$ cat src/hdl/tis_pkg.sv
`timescale 1ns / 1ps
// ---------------------------------------------------------------------------
// Timestamp insertion sorter package
// Shared types and constants for the sorter chain, its cells and control.
// ---------------------------------------------------------------------------
package tis_pkg;

  localparam int YEAR_W   = 14;
  localparam int MONTH_W  = 4;
  localparam int DAY_W    = 5;
  localparam int HOUR_W   = 5;
  localparam int MINUTE_W = 6;
  localparam int SECOND_W = 6;
  localparam int TAG_W    = 6;

  // Field order sets the sort order: year is most significant.
  typedef struct packed {
    logic [YEAR_W-1:0]   year;
    logic [MONTH_W-1:0]  month;
    logic [DAY_W-1:0]    day;
    logic [HOUR_W-1:0]   hour;
    logic [MINUTE_W-1:0] minute;
    logic [SECOND_W-1:0] second;
  } key_t;

  typedef logic [TAG_W-1:0] tag_t;

  typedef enum logic {
    ST_FILL,
    ST_DRAIN
  } state_t;

  // Commands from the control block to every cell of the chain.
  typedef struct packed {
    logic ins;    // insert the broadcast record
    logic shift;  // move every entry one cell toward the head
  } ctrl_t;

endpackage

$ cat src/hdl/tis_cell.sv
`timescale 1ns / 1ps
// ---------------------------------------------------------------------------
// Sorter cell
// Holds one table entry. On insert it keeps its entry, takes the left
// neighbor's entry or takes the new record; on drain it takes the right one.
// ---------------------------------------------------------------------------
module tis_cell (
  input  logic           clk,
  input  tis_pkg::ctrl_t ctrl,
  input  logic           occ,
  input  tis_pkg::key_t  new_key,
  input  tis_pkg::tag_t  new_tag,
  input  logic           prev_ahead,
  input  tis_pkg::key_t  prev_key,
  input  tis_pkg::tag_t  prev_tag,
  input  tis_pkg::key_t  next_key,
  input  tis_pkg::tag_t  next_tag,
  output logic           ahead,
  output tis_pkg::key_t  key,
  output tis_pkg::tag_t  tag
);

  tis_pkg::key_t key_r, key_nxt;
  tis_pkg::tag_t tag_r, tag_nxt;

  // The new record goes ahead of this entry when this entry is strictly later
  // or the cell is empty; equal keys stay put, which keeps the sort stable.
  assign ahead = !occ || (new_key < key_r);

  always_comb begin
    key_nxt = key_r;
    tag_nxt = tag_r;
    if (ctrl.ins && ahead) begin
      if (prev_ahead) begin
        key_nxt = prev_key;
        tag_nxt = prev_tag;
      end else begin
        key_nxt = new_key;
        tag_nxt = new_tag;
      end
    end else if (ctrl.shift) begin
      key_nxt = next_key;
      tag_nxt = next_tag;
    end
  end

  always_ff @(posedge clk) begin
    key_r <= key_nxt;
    tag_r <= tag_nxt;
  end

  assign key = key_r;
  assign tag = tag_r;

endmodule

$ cat config.mk
export PLATFORM = sky130hd
export DESIGN_NAME = tis_cell
export DESIGN_NICKNAME = d
export VERILOG_FILES = /design/src/hdl/tis_pkg.sv /design/src/hdl/tis_cell.sv
export SDC_FILE = /design/constraint.sdc
export NUM_CORES = 1
export LEC_CHECK = 0
export ABC_AREA = 1
export BUFFER_PORTS_ARGS = -buffer_cell sky130_fd_sc_hd__buf_2
export CAP_MARGIN = 20
export CORE_UTILIZATION = 42
export DETAILED_ROUTE_END_ITERATION = 10
export PLACE_DENSITY = 0.78
export SETUP_SLACK_MARGIN = 0.5
export SYNTH_ARGS = -nofsm -noshare
export SYNTH_HDL_FRONTEND = slang
export SYNTH_SLANG_ARGS = --single-unit
export TNS_END_PERCENT = 10
$ cat constraint.sdc
create_clock -name clk -period 3 [get_ports clk]
set_input_delay 0.3 -clock clk [delete_from_list [all_inputs] [get_ports clk]]
set_output_delay 0.3 -clock clk [all_outputs]
set_load 0.1 [all_outputs]
Word-level counts from Yosys, hierarchy flattened
Cells that the tools add are included.
- order comparisons: 1
- mux-type cells: 6
- reduce and logical (&&, ||, !) cells: 4
- operators with widths (operator ; count):
    $mux W40 ; 3
    $lt A40 B40 Y1 ; 1
    $mux W6 ; 3
    $reduce_bool A2 Y1 ; 1
    $logic_and A1 B1 Y1 ; 1
    $logic_not A1 Y1 ; 1
    $logic_or A1 B1 Y1 ; 1
- bits in registers: 46
- input bits: 143
- output and inout bits: 47
- word-level logic and storage cells: 18

Logic depth before layout (Yosys ltp)
- depth after elaboration: 4
- depth in mapped cells: 18
- gate-level depth less buffers: 16

Least setup slack after synthesis
OpenSTA, ideal clock, no wires.
- kind: register -> register
- from: register key_r (netlist bit key[39])
- to: register key_r (netlist bit key[0]) (enable)
- setup time: 570 ps
- data arrival time: 3107 ps
- required time: 2430 ps
- path slack: -678 ps
- stages on the path, launching flop included: 16
- buffers on the path: 2
- period minus slack after synthesis: 3678 ps
- cell sequence: edfxtp_1 > inv_1 > ha_1 > nand2_1 > nor2_2 > nand2_1 > nor2_1 > nand2_1 > nor2_1 > nand2_1 > nand3_1 > nand2_2 > nand2_2 > buf_6 > buf_6 > nand2_1
- cells in the longest elaborated chain, start to end: 4
- ends and longest elaborated chain (element ; RTL line ; text):
    from (decl) ; tis_cell.sv:23 ; tis_pkg::key_t key_r, key_nxt;
    from (signal assigned) ; tis_cell.sv:48 ; key_r <= key_nxt;
    $lt A40 B40 Y1 ; tis_cell.sv:28 ; assign ahead = !occ || (new_key < key_r);
    $logic_or A1 B1 Y1 ; tis_cell.sv:28 ;
    $logic_and A1 B1 Y1 ; tis_cell.sv:33 ; if (ctrl.ins && ahead) begin
    $reduce_bool A2 Y1 (no line) ; -- ;
No other way between the ends.
A chain may end at the register's enable or synchronous reset.

Final worst setup path
- from: register key_r (netlist bit key[11])
- to: register key_r (netlist bit key[16]) (enable)
The elaborated chain is that of the path after synthesis.

==> results.tsv <==
stage	metric	value	unit
sta	Final Hold Viols	0	
pwr	P_leak	2.63	nW
placed_design	Final Wtd Congestion	0.755	
synth	Mapped Cells	431	
clock_network	CTS tree	yes	
synth	Ys Warns	0	
drt	Metal-1 WL	4.06	mm
synth	Post-synth top cells	nand2_1 (142), inv_1 (51), nand3_1 (48), edfxtp_1 (46), mux2_2 (45)	
sta	clock skew	0.00553	ns
pwr	Max IR drop VDD	0.000308	V
flow_run	Max Cap Viol	0	
critical_path	Critical Path Sink Type	flip-flop	
drt	WL met2	5.28	mm
critical_path	kind of critical path	flip-flop to flip-flop	
clock_network	Clk pin slew, worst setup/hold paths	0.09	ns
synth	largest cells by area after synthesis	edfxtp_1 (38%), nand2_1 (14%), mux2_2 (14%), ha_1 (13%), nand3_1 (6.5%)	
synth	register bit total from synthesis	46	
critical_path	Reg-to-Reg End	key[16]	
die	Starting Density	0.441	
critical_path	Arr. time, crit path	2.33	ns
clock_network	CTS Sinks	46	
drt	routed vias/inst	5.08	
global_route	grt ovf	0	
drt	Initial DRC Count	110	
clock_network	Root Driver	clkbuf_8	
synth	sequential cell area fraction in the yosys report	0.376	
global_route	maximum number of pins on one net before global-route repair	47	
synth	Mapped Area	3680	sq um
synth	count leader, synth	nand2_1	
synth	FFs w/ async S/R, synth	0	
layout	Nets	799	
run_status	status	finished, final reports clean	
synth	Yosys cell types	19	
synth	Synth top area share	0.376	
placed_design	Cells after DPL	711	
clock_network	CTS max path bufs	2	
clock_network	hold-fix buffer count after cts	0	
layout	antenna fix cells	0	
clock_network	H-tree levels	2	
drt	Vias	3675	
hold_path	worst min-delay path category	primary input to flip-flop	
global_route	initial antenna violation count	0	
synth	dominant synthesized flop cell	edfxtp_1	
die	die width	95.6	um
sta	Final period util	0.788	
drt	uppermost layer routed	met4	
global_route	first-pass GRT wire length	15.1	mm
die	IO Pins	190	
layout	layout cells sized above 1	0.414	
sta	Final min period	2.36	ns
die	Die Area	9130	sq um
sta	endpoints failing setup	0	
critical_path	Worst R2R Setup Slack	0.64	ns
placed_design	Port Buf Inserts	189	
synth	Mapped Avg Cell Area	8.53	sq um
sta	setup tns final	0	ns
layout	growth of design area from synthesis to finish	31.7	%
clock_network	total CTS buffers	5	
synth	leading area contributor after synthesis	edfxtp_1	
drt	Pre-antenna DRT Iters	5	
sta	slew margin rel.	0.661	
synth	Net Count, Synth	613	
drt	post-route ant nets	0	
hold_path	Worst Hold Launch	next_key[29]	
layout	non-filler cells in the finished layout	723	
sta	Max Clk Rate	423	MHz
critical_path	crit path launch type	flip-flop	
hold_path	Hold Crit Depth	3	
critical_path	R2R depth	15	
critical_path	RR Startpoint	key[11]	
critical_path	CP max FO	23	
clock_network	worst skew pair latency	0.29	ns
global_route	Total Routing Usage GR	0.214	
die	Rows	33	
sta	final count of pins violating max slew	0	
hold_path	Hold Path End	key[29]	
drt	Routed WL per cell	13.9	um
sta	Worst-Margin Slew	0.512	ns
pwr	Power per Cell Area	533	nW/um^2
drt	Routed met3 length	602	um
sta	RSZ-0062 raised after global routing	true	
die	Die Ht	95.6	um
placed_design	Final HPWL DP	7.74	mm
die	Core Area	8340	sq um
critical_path	Critical Path RT	2.96	ns
synth	number of synthesized flops with an enable pin	46	
drt	Total Wirelength	10.0	mm
global_route	vias in the first global route	3431	
drt	DR DRC count	0	
## worst max-delay path by stage
| stage | start | endpoint | slack (ns) | cells after the start |
|---|---|---|---|---|
| 6_report | key[11] | key[16] | 0.64 | 15 |
| 5_1_grt | key[33] | key[35] | 0.43 | 11 |
| 2_1_floorplan | key[31] | key[0] | 0.19 | 15 |
| 3_5_place_dp | new_key[39] | key[16] | 0.64 | 15 |
| 4_1_cts | key[31] | ahead | 0.51 | 12 |
| 3_3_place_gp | new_key[37] | key[7] | 0.66 | 13 |
## worst max-delay path: stages, from the launching register on
cell and delay [ns]:
edfxtp_1 0.44, inv_1 0.09, ha_1 0.23, nand2_1 0.08
inv_1 0.05, nand2_1 0.06, nand2_1 0.05, nand2_1 0.06
nand2_1 0.07, nand2_1 0.06, nand2_1 0.04, nand2_1 0.05
nand3_1 0.10, nand2_2 0.15, nand2_2 0.16, nand2_4 0.33
## cells by family after synthesis
family                     Yosys count  share of synthesized area
adders and majority gates           39                      0.133
and+or+nand+nor                    207                      0.231
AOI/OAI and AO/OA                   23                     0.0340
muxes                               45                      0.138
buffers and inverters               71                     0.0885
DFF                                 46                      0.376
## flip-flops by register name (all words and copies together), names as in the netlist
name	cells
tag	6
key	40
## layer usage
layer / track usage / vias up
li1: - / 1809
met4: 0.0435 / 0
met2: 0.425 / 162
met5: 0 / -
met1: 0.235 / 1692
met3: 0.0367 / 12
## cell usage in the layout, fill, tap and decap left out, drive strengths merged
cell type / count
buf: 198
nand2: 145
inv: 51
nand3: 48
edfxtp: 46
mux2: 45
ha: 39
a21oi: 16
nor2: 13
clkbuf: 5
o21ai: 3
clkinv: 3
a21o: 2
nand4: 2
o21a: 2
## through the flow
stage	power, W	worst slack [ns]	utilization	instance area [sq um]	hold WS [ns]
after detailed placement	0.00221	0.641	0.561	4680	0.569
after floorplan	0.00194	0.191	-	3700	0.479
final	0.00258	0.637	0.581	4840	0.264
after CTS	0.00258	0.509	0.571	4760	0.255
after global routing	0.00272	0.427	0.581	4840	0.255
after global placement	0.00218	0.657	0.561	4680	0.565
## layout make-up
class	instances	area [sq um]
Fill cell	760	3500
Multi-Input combinational cell	315	2010
Sequential cell	46	1380
Timing Repair Buffer	198	1050
Inverter	51	191
Tap cell	105	131
Clock buffer	5	68.8
Clock inverter	3	11.3
## timing repair
item / in CTS / in global routing
pin swaps: 0 / 4
setup endpoints to repair: 1 / 93
gates cloned: 0 / 1
setup buffers: 0 / 2
resized for setup: 1 / 9
## where the power goes
part | total [W] | switching (W) | internal (W)
sequential | 0.000868 | 0.0000437 | 0.000824
clock | 0.000365 | 0.000208 | 0.000156
combinational | 0.00135 | 0.00101 | 0.000334
total | 0.00258 | 0.00127 | 0.00131
Power figures use the tool's default switching activity.
