## src/hdl/tis_pkg.sv

```systemverilog
`timescale 1ns / 1ps
// ---------------------------------------------------------------------------
// Timestamp insertion sorter package
// Shared types and constants for the sorter chain, its cells and control.
// ---------------------------------------------------------------------------
package tis_pkg;

  localparam int YEAR_W   = 14;
  localparam int MONTH_W  = 4;
  localparam int DAY_W    = 5;
  localparam int HOUR_W   = 5;
  localparam int MINUTE_W = 6;
  localparam int SECOND_W = 6;
  localparam int TAG_W    = 6;

  // Field order sets the sort order: year is most significant.
  typedef struct packed {
    logic [YEAR_W-1:0]   year;
    logic [MONTH_W-1:0]  month;
    logic [DAY_W-1:0]    day;
    logic [HOUR_W-1:0]   hour;
    logic [MINUTE_W-1:0] minute;
    logic [SECOND_W-1:0] second;
  } key_t;

  typedef logic [TAG_W-1:0] tag_t;

  typedef enum logic {
    ST_FILL,
    ST_DRAIN
  } state_t;

  // Commands from the control block to every cell of the chain.
  typedef struct packed {
    logic ins;    // insert the broadcast record
    logic shift;  // move every entry one cell toward the head
  } ctrl_t;

endpackage

```

## src/hdl/tis_ctrl.sv

```systemverilog
`timescale 1ns / 1ps
// ---------------------------------------------------------------------------
// Sorter control
// Tracks the fill count and overflow flag, and sequences fill and drain.
// ---------------------------------------------------------------------------
module tis_ctrl #(
  parameter int DEPTH = 64,
  parameter int CNT_W = 7
) (
  input  logic             clk,
  input  logic             rst_n,
  input  logic             in_valid,
  input  logic             in_last_record,
  output logic             in_ready,
  output logic             out_valid,
  input  logic             out_ready,
  output logic             out_last_out,
  output logic             overflow,
  output logic [CNT_W-1:0] fill,
  output tis_pkg::tag_t    new_tag,
  output tis_pkg::ctrl_t   ctrl
);

  tis_pkg::state_t  state_r, state_nxt;
  logic [CNT_W-1:0] fill_r, fill_nxt;
  logic             ovf_r, ovf_nxt;
  logic             in_xfer, out_xfer, full, run_done;
  logic [CNT_W+tis_pkg::TAG_W-1:0] fill_ext;

  assign full     = (fill_r == CNT_W'(DEPTH));
  assign in_xfer  = in_valid && in_ready;
  assign out_xfer = out_valid && out_ready;
  // In drain the fill count is the number of entries still to send.
  assign run_done = out_xfer && (fill_r == CNT_W'(1));

  always_comb begin
    state_nxt = state_r;
    unique case (state_r)
      tis_pkg::ST_FILL:  if (in_xfer && in_last_record) state_nxt = tis_pkg::ST_DRAIN;
      tis_pkg::ST_DRAIN: if (run_done) state_nxt = tis_pkg::ST_FILL;
      default:           state_nxt = tis_pkg::ST_FILL;
    endcase
  end

  always_comb begin
    in_ready  = 1'b0;
    out_valid = 1'b0;
    unique case (state_r)
      tis_pkg::ST_FILL:  in_ready  = 1'b1;
      tis_pkg::ST_DRAIN: out_valid = 1'b1;
      default:           in_ready  = 1'b0;
    endcase
  end

  always_comb begin
    ctrl.ins   = in_xfer && !full;
    ctrl.shift = out_xfer;
    fill_nxt   = fill_r;
    ovf_nxt    = ovf_r;
    if (ctrl.ins)   fill_nxt = fill_r + CNT_W'(1);
    if (ctrl.shift) fill_nxt = fill_r - CNT_W'(1);
    if (in_xfer && full) ovf_nxt = 1'b1;
    if (run_done)        ovf_nxt = 1'b0;
  end

  always_ff @(posedge clk) begin
    if (!rst_n) begin
      state_r <= tis_pkg::ST_FILL;
      fill_r  <= '0;
      ovf_r   <= 1'b0;
    end else begin
      state_r <= state_nxt;
      fill_r  <= fill_nxt;
      ovf_r   <= ovf_nxt;
    end
  end

  // The arrival index is the fill count at acceptance, wrapped to the tag width.
  assign fill_ext     = {{tis_pkg::TAG_W{1'b0}}, fill_r};
  assign new_tag      = fill_ext[tis_pkg::TAG_W-1:0];
  assign fill         = fill_r;
  assign overflow     = ovf_r;
  assign out_last_out = (fill_r == CNT_W'(1));

  a_fill_bound: assert property (@(posedge clk) disable iff (!rst_n)
    fill_r <= CNT_W'(DEPTH))
    else $error("fill count above table depth");

  a_drain_nonempty: assert property (@(posedge clk) disable iff (!rst_n)
    (state_r == tis_pkg::ST_DRAIN) |-> (fill_r != '0))
    else $error("draining an empty table");

  a_last_starts_run: assert property (@(posedge clk) disable iff (!rst_n)
    (in_xfer && in_last_record) |=> out_valid)
    else $error("last record did not start a run");

  a_run_clears: assert property (@(posedge clk) disable iff (!rst_n)
    run_done |=> (fill_r == '0) && !ovf_r && in_ready)
    else $error("state not cleared after run");

  a_drop_flags: assert property (@(posedge clk) disable iff (!rst_n)
    (in_xfer && full) |=> ovf_r)
    else $error("dropped record not flagged");

endmodule

```

## config.mk

```make
export PLATFORM = sky130hd
export DESIGN_NAME = tis_ctrl
export DESIGN_NICKNAME = d
export VERILOG_FILES = /design/src/hdl/tis_pkg.sv /design/src/hdl/tis_ctrl.sv
export SDC_FILE = /design/constraint.sdc
export NUM_CORES = 1
export LEC_CHECK = 0
export BUFFER_PORTS_ARGS = -buffer_cell sky130_fd_sc_hd__buf_2
export CAP_MARGIN = 20
export CORE_AREA = 2 2 41 43
export CTS_CLUSTER_SIZE = 20
export DETAILED_ROUTE_END_ITERATION = 12
export DIE_AREA = 0 0 43 45
export PLACE_DENSITY = 0.73
export SYNTH_ARGS = -nofsm -noshare
export SYNTH_HDL_FRONTEND = slang
export SYNTH_SLANG_ARGS = --single-unit
```

## constraint.sdc

```tcl
create_clock -name clk -period 2.4 [get_ports clk]
set_clock_uncertainty 0.2 [all_clocks]
set_input_delay 0.48 -clock clk [delete_from_list [all_inputs] [get_ports clk]]
set_output_delay 0.48 -clock clk [all_outputs]
set_load 0.1 [all_outputs]
```

Word-level counts from Yosys, hierarchy flattened. Cells that the tools add are included.

Register bits: 9. Bits of input ports: 5.

Add/subtract/negate cells: 2. Equality and inequality tests: 2. Mux-type cells: 7. Bitwise logic cells: 2. Reductions and logical operators: 9.

Operators by type and width (count): 7-bit 2-to-1 mux (2); 7-bit by 1-bit adder with 7-bit output, second input constant (1); 7-bit by 1-bit equality test with 1-bit output, second input constant (1); 7-bit equality test, second input constant (1); 7-bit by 1-bit subtractor with 7-bit output, second input constant (1); 1-bit logical AND (6); 1-bit 2-to-1 mux (4); 1-bit NOT (2); 1-bit one-hot mux with 2 select lines (1); 2-bit nonzero test (1); 2-bit OR reduction (1); 1-bit logical NOT (1).

Longest topological paths before layout.
Depth after elaboration: 5. Gate-level depth with buffers: 7. Depth with buffers taken out: 7.

Worst setup path after synthesis. No wires, ideal clock.

Path kind: reg-to-reg. Start point: register fill_r[2], in the netlist fill[2]. End point: register state_r. Data arrival time: 4.195 ns. Required time: 2.082 ns. Setup slack: -2.114 ns. Stages on the path, launching flop included: 6. Buffers on the path: 1. Clock period less this slack: 4.514 ns. Cell sequence: dfxtp_1 buf_6 or4_4 nor3b_1 a21bo_2 nor2_1.

Longest elaborated chain between the ends: 4.

Ends and longest elaborated chain: start: declaration (line tis_ctrl.sv:25) `logic [CNT_W-1:0] fill_r, fill_nxt;`; start signal: assignment (line tis_ctrl.sv:73) `fill_r <= fill_nxt;`; 7-bit by 1-bit equality test with 1-bit output; named net out_last_out (line tis_ctrl.sv:17) `output logic out_last_out,`; 1-bit logical AND (line tis_ctrl.sv:34) `assign run_done = out_xfer && (fill_r == CNT_W'(1));`; 1-bit 2-to-1 mux (line tis_ctrl.sv:40) `tis_pkg::ST_DRAIN: if (run_done) state_nxt = tis_pkg::ST_FILL;`; 1-bit one-hot mux with 2 select lines (line tis_ctrl.sv:38) `unique case (state_r)`; end signal: assignment (line tis_ctrl.sv:68) `state_r <= tis_pkg::ST_FILL;`; end signal: assignment (line tis_ctrl.sv:72) `state_r <= state_nxt;`; end: declaration (line tis_ctrl.sv:24) `tis_pkg::state_t state_r, state_nxt;`.

The timed path passes the listed nets, and every way through them passes these cells. A chain may end at the register's enable or synchronous reset.

Worst setup path after layout.
Start point: register fill_r[4], in the netlist fill[4]. End point: output out_last_out.

Longest elaborated chain between the ends: 1.

Ends and longest elaborated chain: 7-bit by 1-bit equality test with 1-bit output (line tis_ctrl.sv:83) `assign out_last_out = (fill_r == CNT_W'(1));`; end: declaration (line tis_ctrl.sv:17).

No other way between the ends.

==> flow_metrics.env <==
export IMPL_cp_required_ns=1.72
export IMPL_crit_path_top_delay_cell="or4_4"
export IMPL_worst_slack_ns=0.03505
export IMPL_tightest_slew_ns=0.4883
export IMPL_drive_gt1_frac=0.4184
export IMPL_track_usage=0.1516
export IMPL_path_max_fanout=8
export IMPL_grt_ovfl_total=0
export IMPL_nets=108
export IMPL_dr_total_vias=611
export IMPL_seq_area_um2=195.2
export IMPL_synth_distinct_cells=33
export IMPL_syn_inst=78
export IMPL_reg2reg_from="fill[4]"
export IMPL_hold_path_class="input pin to register"
export IMPL_worstHoldEndpoint="state_r"
export IMPL_worstRegToRegCells=5
export IMPL_gp_congestion=0.7705
export IMPL_synth_area_um2=660.6
export IMPL_min_from="in_last_record"
export IMPL_status="finished, final reports clean"
export IMPL_syn_num_nets=87
export IMPL_syn_avg_cell_area_um2=8.470
export IMPL_start_kind="register"
export IMPL_synthAdderAreaFrac=0.07576
export IMPL_max_cap_viol_count=0
export IMPL_slew_viol_final=0
export IMPL_htree_levels=1
export IMPL_ios=24
export IMPL_reg2reg_to="fill[1]"
export IMPL_numCtsBuffers=3
export IMPL_worstPathArrival_ns=1.68
export IMPL_insertion_delay_ns=0.25
export IMPL_hold_slack_ns=0.2664
export IMPL_die_area_um2=1935
export IMPL_rrSetupSlack_ns=0.44
export IMPL_setup_viol=0
export IMPL_utilization=0.5553
export IMPL_synth_xor_area_frac=0.01326
export IMPL_fin_crit_ns=2.365
export IMPL_n_antenna_cell=0
export IMPL_max_freq_ghz=0.4228
export IMPL_crit_type="register to output port"
export IMPL_wl_per_cell_um=12.41
export IMPL_grt_pass1_wl_mm=2.139
export IMPL_critPathCaptureType="output port"
export IMPL_rows=14
export IMPL_grt_antenna_before_repair=0
export IMPL_hold_path_depth=3
export IMPL_synthMuxAreaShare=0.06061
export IMPL_wirelength_mm=1.415
export IMPL_cts_num_sinks=9
export IMPL_core_um2=1471
export IMPL_hpwl_mm=1.075
export IMPL_final_hold_viol_count=0
export IMPL_fill_cells=145
export IMPL_die_h_um=45
export IMPL_synth_top_family_by_area="simple AND/OR/NAND/NOR gates"
export IMPL_slew_headroom=0.6767
export IMPL_cp_cell_sequence="or4_4 -> nor3b_4 -> buf_12"
export IMPL_synth_top_flop_cell="dfxtp_1"
export IMPL_drc=0
export IMPL_cts_root_buf="clkbuf_4"
export IMPL_drt_initial_drc_count=5
export IMPL_leakagePower_nw=0.3902
export IMPL_grt_max_degree=13
export IMPL_grt_setup_unrepaired="true"
export IMPL_synth_compound_area_frac=0.1761
export IMPL_grt_pass1_vias=494
export IMPL_post_route_period_util=0.9854
export IMPL_start_util=0.4490
export IMPL_max_stage_delay_ns=0.58
export IMPL_synth_edf_count=0
export IMPL_synthToLayoutAreaGrowth_pct=23.67
export IMPL_cts_tree="built"
export IMPL_ant_nets=0
export IMPL_clk_pin_slew_ns=0.06
export IMPL_cts_max_path_buffers=2
export IMPL_pwr_density_cell_nw_per_um2=678.6
export IMPL_async_flop_share=0
export IMPL_die_w_um=43
export IMPL_peakVddDrop_mv=0.3687
export IMPL_synthSimpleGateAreaFrac=0.2708
export IMPL_multiInputGateArea_um2=405.4
export IMPL_io_buffers=23
export IMPL_ys_seq_elements=9
export IMPL_pre_cts_ws_ns=0.2063
export IMPL_viasPerCell=5.360
export IMPL_ys_warn_count=0
export IMPL_seq_area_frac_synth=0.2727
export IMPL_first_pass_iters=2
-- what timing repair did --
| item | CTS | global route |
|---|---|---|
| hold buffers | 0 | 0 |
| endpoints found under the setup margin | 1 | 2 |
| pin swaps | 1 | 1 |
| resized for setup | 1 | 1 |
| buffers inserted | 0 | 2 |
-- power breakdown --
part	internal, mW	switching (mW)	total [mW]
clock network	0.0640	0.0525	0.117
registers	0.159	0.0170	0.176
logic	0.0611	0.201	0.262
-- worst max-delay path, delay by kind of cell (launching register included) --
| family | cells | cell delay (ns) |
|---|---|---|
| AND/OR/NAND/NOR | 2 | 0.85 |
| flip-flops | 1 | 0.36 |
| buffers and inverters | 1 | 0.21 |
-- placed cells by master, fill, tap and decap left out, drive strengths merged, types with 2 or more instances in the layout --
cell type / synthesis / final
nor2: 5 / 5
mux2i: 4 / 4
nand2: 6 / 6
dfxtp: 9 / 9
inv: 5 / 5
or4: 2 / 2
buf: 8 / 25
and3: 2 / 2
ha: 4 / 4
and2: 3 / 3
a21oi: 5 / 5
a32oi: 2 / 2
clkbuf: 1 / 4
nand2b: 5 / 5
nor3: 2 / 2
a21boi: 2 / 2
-- metal layers --
layer / track usage / vias to the layer above / part of all wire
li1: - / 312 / -
met1: 0.2039 / 281 / 0.48
met2: 0.2394 / 16 / 0.46
met3: 0.02400 / 2 / 0.045
met4: 0.07273 / 0 / 0.0078
met5: 0 / - / 0
-- area by class of cell --
cell class,count,share of cell area
well taps,16,0.02450
repair buffers,25,0.1853
multi-input cells,55,0.4962
inverters,5,0.02297
clock buffers,4,0.03216
flip-flops and latches,9,0.2389
-- cell usage after synthesis (2+ instances only) --
| master | instances | area share |
|---|---|---|
| and2_1 | 2 | 0.019 |
| mux2i_1 | 4 | 0.061 |
| nor3_1 | 2 | 0.015 |
| and3_1 | 2 | 0.019 |
| dfxtp_1 | 9 | 0.27 |
| buf_4 | 7 | 0.080 |
| inv_1 | 4 | 0.023 |
| a21boi_0 | 2 | 0.023 |
| nand2b_1 | 5 | 0.047 |
| nand2_1 | 6 | 0.034 |
| a32oi_1 | 2 | 0.027 |
| ha_1 | 4 | 0.076 |
| a21oi_1 | 5 | 0.038 |
| nor2_1 | 5 | 0.028 |
-- metrics by stage --
stage | power, mW | TNS [ns] | cells | area [um2]
final | 0.5545 | 0 | 114 | 817.0
after global routing | 0.5784 | -0.01611 | 114 | 817.0
after CTS | 0.5530 | 0 | 112 | 798.3
after detailed placement | 0.4355 | 0 | 108 | 769.5
after global placement | 0.4330 | 0 | 108 | 769.5
after floorplan | 0.4023 | -0.7216 | 78 | 686.9
-- worst max-delay path by stage --
stage          cells past startpoint      endpoint  slack, ns  startpoint
2_1_floorplan                      3  out_last_out      -0.27     fill[2]
3_3_place_gp                       4       ctrl[1]       0.23     fill[4]
3_5_place_dp                       4       ctrl[1]       0.21     fill[4]
4_1_cts                            4       ctrl[1]      0.008     fill[4]
5_1_grt                            3  out_last_out      -0.02     fill[4]
6_report                           3  out_last_out       0.04     fill[4]
-- cell families (layout without fill, tap and decap cells) --
| group | count (synthesis) | in the layout |
|---|---|---|
| AO/OA/AOI/OAI | 15 | 15 |
| XOR/XNOR | 1 | 1 |
| adder cells (fa/ha/maj) | 4 | 4 |
| buffers and inverters | 14 | 34 |
| flip-flops | 9 | 9 |
| multiplexers | 4 | 4 |
| AND/OR/NAND/NOR | 31 | 31 |
-- flip-flops by register name, indices dropped and copies added (netlist names) --
register and flops:
state_r 1, fill 7, overflow 1
(Power assumes the default switching activity.)
